## src/rtl/syn_pit_pkg.sv

```systemverilog
// Package for the SYN pair interval tracker.
// Holds the protocol constants, event codes and the controller/datapath interface types.
// No dependencies.
package syn_pit_pkg;

    localparam logic [15:0] ETHERTYPE_IPV4  = 16'h0800;
    localparam logic [7:0]  PROTO_TCP       = 8'd6;
    localparam logic [15:0] MIN_FRAME_BYTES = 16'd54;

    localparam logic [1:0] EV_IGNORED = 2'd0;
    localparam logic [1:0] EV_STORED  = 2'd1;
    localparam logic [1:0] EV_MATCHED = 2'd2;
    localparam logic [1:0] EV_FULL    = 2'd3;

    typedef struct packed {
        logic clear_wr;
        logic capture;
        logic mod_start;
        logic mod_step;
        logic rd_port;
        logic rd_reg;
        logic resolve;
    } t_ctl_cmd;

    typedef struct packed {
        logic clear_last;
        logic mod_last;
        logic out_busy;
    } t_ctl_status;

endpackage

```

## src/rtl/syn_pit_ctrl.sv

```systemverilog
// Controller state machine for the SYN pair interval tracker.
// Sequences the table clear, set index, table read and resolve steps.
// Depends on syn_pit_pkg.
module syn_pit_ctrl import syn_pit_pkg::*; #(
    parameter int TABLE_SETS = 2048
) (
    input  logic        i_clk,
    input  logic        i_rst_n,
    input  logic        i_in_valid,
    output logic        o_in_stall,
    input  t_ctl_status i_status,
    output t_ctl_cmd    o_cmd
);

    localparam bit SETS_POW2 = ((TABLE_SETS & (TABLE_SETS - 1)) == 0);

    localparam logic [2:0] S_CLEAR = 3'd0;
    localparam logic [2:0] S_IDLE  = 3'd1;
    localparam logic [2:0] S_MOD   = 3'd2;
    localparam logic [2:0] S_READ  = 3'd3;
    localparam logic [2:0] S_CHECK = 3'd4;

    logic [2:0] r_state;
    logic [2:0] n_state;

    always_ff @(posedge i_clk) begin
        if (!i_rst_n) begin
            r_state <= S_CLEAR;
        end else begin
            r_state <= n_state;
        end
    end

    assign o_in_stall = (r_state != S_IDLE);

    always_comb begin
        n_state = r_state;
        o_cmd   = '0;
        unique case (r_state)
            S_CLEAR: begin
                o_cmd.clear_wr = 1'b1;
                if (i_status.clear_last) begin
                    n_state = S_IDLE;
                end
            end
            S_IDLE: begin
                if (i_in_valid) begin
                    o_cmd.capture = 1'b1;
                    if (SETS_POW2) begin
                        o_cmd.rd_port = 1'b1;
                        n_state       = S_CHECK;
                    end else begin
                        o_cmd.mod_start = 1'b1;
                        n_state         = S_MOD;
                    end
                end
            end
            S_MOD: begin
                o_cmd.mod_step = 1'b1;
                if (i_status.mod_last) begin
                    n_state = S_READ;
                end
            end
            S_READ: begin
                o_cmd.rd_reg = 1'b1;
                n_state      = S_CHECK;
            end
            S_CHECK: begin
                if (!i_status.out_busy) begin
                    o_cmd.resolve = 1'b1;
                    n_state       = S_IDLE;
                end
            end
            default: begin
                n_state = S_CLEAR;
            end
        endcase
    end

endmodule

```

## config.mk

```make
export PLATFORM = sky130hd
export DESIGN_NAME = syn_pit_ctrl
export DESIGN_NICKNAME = d
export VERILOG_FILES = /design/src/rtl/syn_pit_pkg.sv /design/src/rtl/syn_pit_ctrl.sv
export SDC_FILE = /design/constraint.sdc
export NUM_CORES = 1
export LEC_CHECK = 0
export ABC_AREA = 1
export BUFFER_PORTS_ARGS = -buffer_cell sky130_fd_sc_hd__buf_2
export CORE_AREA = 2 2 39 41
export DETAILED_ROUTE_END_ITERATION = 12
export DIE_AREA = 0 0 41 43
export SLEW_MARGIN = 15
export SYNTH_ARGS = -nofsm -noshare
export SYNTH_HDL_FRONTEND = slang
export SYNTH_SLANG_ARGS = --single-unit
```

## constraint.sdc

```tcl
create_clock -name i_clk -period 1.2 [get_ports i_clk]
set_clock_uncertainty 0.05 [all_clocks]
set_input_delay 0.24 -clock i_clk [delete_from_list [all_inputs] [get_ports i_clk]]
set_output_delay 0.24 -clock i_clk [all_outputs]
set_load 0.05 [all_outputs]
```

==> results of run 1 <==
## Yosys cell counts, drive strengths merged
cell      instances
nor4              1
nand3             3
nand3b            1
a21oi             1
conb              1
inv               6
clkinvlp          1
nor3              2
nor2              9
nand2             7
buf               3
dfxtp             3
## kinds of logic after synthesis
| logic type | Yosys count | share of synthesized area |
|---|---|---|
| other | 1 | 0.0163 |
| DFF | 3 | 0.261 |
| buffers and inverters | 10 | 0.217 |
| and+or+nand+nor | 23 | 0.484 |
| AOI/OAI and AO/OA | 1 | 0.0217 |
## how the worst min path moves through the flow
stage	start	end	slack, ps	depth (start not counted)
6_report	i_rst_n	r_state[0]$_SDFFE_PN0P_	180	3
5_1_grt	i_rst_n	r_state[0]$_SDFFE_PN0P_	200	3
4_1_cts	i_rst_n	r_state[2]$_SDFFE_PN0P_	180	3
3_5_place_dp	i_rst_n	r_state[0]$_SDFFE_PN0P_	440	3
3_3_place_gp	i_rst_n	r_state[0]$_SDFFE_PN0P_	430	3
2_1_floorplan	i_rst_n	r_state[0]$_SDFFE_PN0P_	320	2
## final cells by class
class	instances	area, µm²
inverter	7	30.0
fill	150	895
clock buffer	4	26.3
multi-input combinational	25	173
sequential	3	71.3
tap	16	20.0
timing repair buffer	20	169
## tightest hold or removal path, delay by kind of cell
kind | cells | cell delay, ps
simple gates | 2 | 90
buf+inv | 1 | 100
## where the power goes
group / internal (mW) / leakage (nW) / total, mW / switching [mW]
registers: 0.116 / 0.0267 / 0.144 / 0.0277
logic: 0.148 / 0.187 / 0.371 / 0.223
clock network: 0.125 / 0.0150 / 0.185 / 0.0600
## stage by stage
stage	TNS (ps)	setup WS, ps	hold WS, ps	instance area (µm²)	util
after global routing	-2040	-275	203	489	0.354
after floorplan	-1010	-316	315	285	-
after detailed placement	-337	-77.4	437	392	0.283
after CTS	-1570	-232	179	475	0.344
final	-1440	-222	185	489	0.354
after global placement	-360	-81.5	432	392	0.283
## repair_timing
| item | 4_1_cts | 5_1_grt |
|---|---|---|
| buffers inserted | 1 | 1 |
| pin swaps | 3 | 5 |
| endpoints found under the setup margin | 9 | 9 |
| resized for setup | 17 | 4 |
## metal layers
metal,track usage,up-vias,share of wire
met4,0.0600,0,0.023
met1,0.122,124,0.45
met3,0.0628,2,0.081
li1,-,153,-
met2,0.100,9,0.44
met5,0,-,0
==> results.json, run 1 <==
{
  "insertion_delay_ps": 240,
  "cp_max_fo": 5,
  "grt_pass1_vias": 270,
  "crit_family": "flip-flops",
  "grt_max_degree": 6,
  "core-area_um2": 1380,
  "wl_per_cell_um": 7.69,
  "synth_top_cell_by_area": "dfxtp_1",
  "place_inst": 70,
  "numCtsBuffers": 3,
  "worstReg2RegStart": "r_state[0]$_SDFFE_PN0P_",
  "end_kind": "output pin",
  "layout_setup_ws_ps": -222,
  "fp.dieW_um": 41,
  "drt-total-wl_um": 577,
  "grt_usage": 0.0914,
  "overflow": 0,
  "final_cell_count_no_fill": 75,
  "crit_chain": "inv_4, nor2_4, nand2_4, nor2_4, buf_6",
  "drc_errors": 0,
  "drive_gt1_frac": 0.695,
  "violations": "negative setup slack",
  "regMostFlops": "r_state",
  "cp-start-kind": "flop",
  "avgSynthCellArea_um2": 6.06,
  "cp_slowest_stage_delay_ps": 390,
  "rsz0062_at_grt": "true",
  "vias_per_cell": 3.84,
  "final_cell_mix": "buf_6 (7), nand2_1 (6), buf_2 (6), buf_4 (6), nor2_1 (4)",
  "dieArea_um2": 1760,
  "cts_tree": "yes",
  "status": "finished with violations",
  "arrival_ps": 1130,
  "yosysSeqAreaShare": 0.261,
  "r2r_slack_ps": -110,
  "max-cap-violations": 0,
  "cp_common_cell": "nor2_4",
  "yosysWarningCount": 0,
  "critPathBufInv": 2,
  "antenna_left": 0,
  "timing.rr.end": "r_state[0]$_SDFFE_PN0P_",
  "largest_register_ffs": 3,
  "drt-pass1-iter-count": 1,
  "synth_top_area_frac": 0.261,
  "worst-path-stages": 5,
  "r2r_cells": 10,
  "cp-startpoint": "r_state[0]$_SDFFE_PN0P_",
  "drv_slew": 0,
  "synth_area_leaders": "dfxtp_1 (26%), nand2_1 (11%), buf_4 (9.8%)",
  "min_path_type": "in -> reg",
  "dp_hpwl_um": 444,
  "antenna_found_initial": 0,
  "vias": 288,
  "nets": 66,
  "max_freq_mhz": 703,
  "start_util": 0.166,
  "synth_cells": 38,
  "gp_congestion": 0.742,
  "area_growth_syn_to_layout_pct": 112,
  "ir_drop_mv": 0.806,
  "reg_top3": "r_state (3)",
  "cts.sinks": 3,
  "htree_levels": 1,
  "syn-num-nets": 44,
  "worstPathRequired_ps": 910,
  "drtIter0Drc": 0,
  "min_period_ps": 1420,
  "crit_path_top_delay_cell": "dfxtp_4",
  "io_pins": 14,
  "cts_hold_buffers": 0,
  "num_rows": 14,
  "root_buffer": "clkbuf_4",
  "die_h_um": 43,
  "fin_crit_sh": 1.19,
  "power.total_mw": 0.700,
  "synth.ff_latch_count": 3,
  "clk_pin_slew_ps": 30,
  "synth_area_um2": 230,
  "crit_end": "o_cmd[5]",
  "clock_path_buffers": 2,
  "hold_viol_final": 0,
  "leakagePower_nw": 0.228,
  "final_common_cell": "buf_6",
  "synth.distinct_cells": 15,
  "port_buffers": 12,
  "grt_pass1_wl_um": 1040,
  "critPathKind": "reg -> out",
  "setup_viol": 9,
  "n_antenna_cell": 0,
  "cellPowerDensity_nw_per_um2": 1430
}
Power figures use the tool's default switching activity.
==> inputs of run 2 (changes only) <==
Clock period 1.2 ns to 1.8 ns, I/O delays scaled along.
==> results.json, run 2 (same netlist as run 1, synthesis figures left out) <==
{
  "grt_pass1_vias": 258,
  "n_fill_cell": 166,
  "drt-total-wl_um": 525,
  "io_pins": 14,
  "dp_slack_ps": 313,
  "overflow": 0,
  "grt_busiest_layer": "met2",
  "rsz0062_at_grt": "false",
  "ir_drop_mv": 0.293,
  "drtIter0Drc": 2,
  "min_path_type": "in -> reg",
  "dp_hpwl_um": 448,
  "fin_util": 0.249,
  "root_buffer": "clkbuf_4",
  "placed_area_um2": 309,
  "drt-pass1-iter-count": 2,
  "totalNegativeSetupSlack_ps": 0,
  "fp.dieW_um": 41,
  "grt_usage": 0.0731,
  "crit_chain": "inv_1, nor4_2, buf_2",
  "end_kind": "output pin",
  "grt_max_degree": 7,
  "hold_viol_final": 0,
  "crit_path_top_delay_cell": "dfxtp_1",
  "final_common_cell": "buf_2",
  "cp-start-kind": "flop",
  "dieArea_um2": 1760,
  "fin_area_um2": 344,
  "max_freq_mhz": 594,
  "post_cts_buffers": 0,
  "die_h_um": 43,
  "vias": 257,
  "area_growth_syn_to_layout_pct": 49.5,
  "antenna_left": 0,
  "critPathBufInv": 2,
  "status": "completed",
  "core-area_um2": 1380,
  "wl_per_cell_um": 7.84,
  "start_util": 0.166,
  "num_rows": 14,
  "crit_family": "flip-flops",
  "critPathKind": "reg -> out",
  "numCtsBuffers": 3,
  "leakagePower_nw": 0.170,
  "met3_usage": 0.0314,
  "arrival_ps": 1270,
  "cts.sinks": 3,
  "layout_setup_ws_ps": 117,
  "final_cell_count_no_fill": 67,
  "worstPathRequired_ps": 1390,
  "clk_pin_slew_ps": 40,
  "grt_util_met2": 0.125,
  "antenna_found_initial": 0,
  "setup_viol": 0,
  "clock_path_buffers": 2,
  "reg_top3": "r_state (3)",
  "cts_hold_buffers": 0,
  "drv_slew": 0,
  "gp_congestion": 0.704,
  "cts_resized": 0,
  "largest_register_ffs": 3,
  "vias_per_cell": 3.84,
  "min_period_ps": 1680,
  "drive_gt1_frac": 0.549,
  "place_inst": 63,
  "htree_levels": 1,
  "final_cell_mix": "buf_2 (9), nand2_1 (6), clkbuf_4 (6)",
  "use_met1": 0.0669,
  "nets": 58,
  "n_antenna_cell": 0,
  "regMostFlops": "r_state",
  "cts_tree": "yes",
  "grt_pass1_wl_um": 883,
  "port_buffers": 12,
  "insertion_delay_ps": 240,
  "cp_max_fo": 6,
  "drc_errors": 0,
  "cellPowerDensity_nw_per_um2": 1130,
  "max-cap-violations": 0,
  "cp_slowest_stage_delay_ps": 430,
  "fin_crit_sh": 0.935
}
-- run 2: cell types whose count changed in the layout (fill, tap and decap cells not counted), moves of 2 or more --
cell      before  now
clkbuf_4       3    6
buf_4          6    0
dfxtp_4        3    0
buf_2          6    9
dfxtp_1        0    2
buf_6          7    0
-- run 2: path summary, 6_finish.rpt --
check,from,to,slack (ps),cells past startpoint
worst max-delay path,r_state[2]$_SDFFE_PN0P_,o_cmd[0],120,3
worst min-delay path,i_rst_n,r_state[0]$_SDFFE_PN0P_,320,3
worst max register to register,r_state[2]$_SDFFE_PN0P_,r_state[0]$_SDFFE_PN0P_,640,7
worst min register to register,r_state[0]$_SDFFE_PN0P_,r_state[0]$_SDFFE_PN0P_,500,2
-- run 2: worst register-to-register path, delay by kind of cell (launching register included) --
kind                   cells  cell delay, ps
flip-flops                 1             430
AND/OR/NAND/NOR            6             480
buffers and inverters      1             100
-- run 2: where the power goes --
group          internal, mW  switching (mW)
Clock                0.0832          0.0369
Sequential           0.0765          0.0128
Combinational        0.0478           0.131
Total                 0.208           0.180
-- run 2: metal layers --
layer / up-vias / routed length [µm] / part of all wire
li1: 137 / - / -
met1: 114 / 203 / 0.39
met2: 6 / 286 / 0.54
met3: 0 / 35 / 0.067
met4: 0 / 0 / 0
met5: - / 0 / 0
-- run 2: stage by stage --
stage                     hold WS [ps]  total power [mW]
after floorplan                    442             0.238
after global placement             524             0.264
after detailed placement           530             0.267
after CTS                          305             0.392
after global routing               314             0.416
final                              316             0.388
-- run 2: area by class of cell --
class                           count  area [µm²]  share of cell area
Clock buffer                        4        26.3              0.0764
Inverter                            7        27.5              0.0800
Multi-Input combinational cell     25         141               0.411
Sequential cell                     3        61.3               0.178
Tap cell                           16        20.0              0.0582
Timing Repair Buffer               12        67.6               0.196
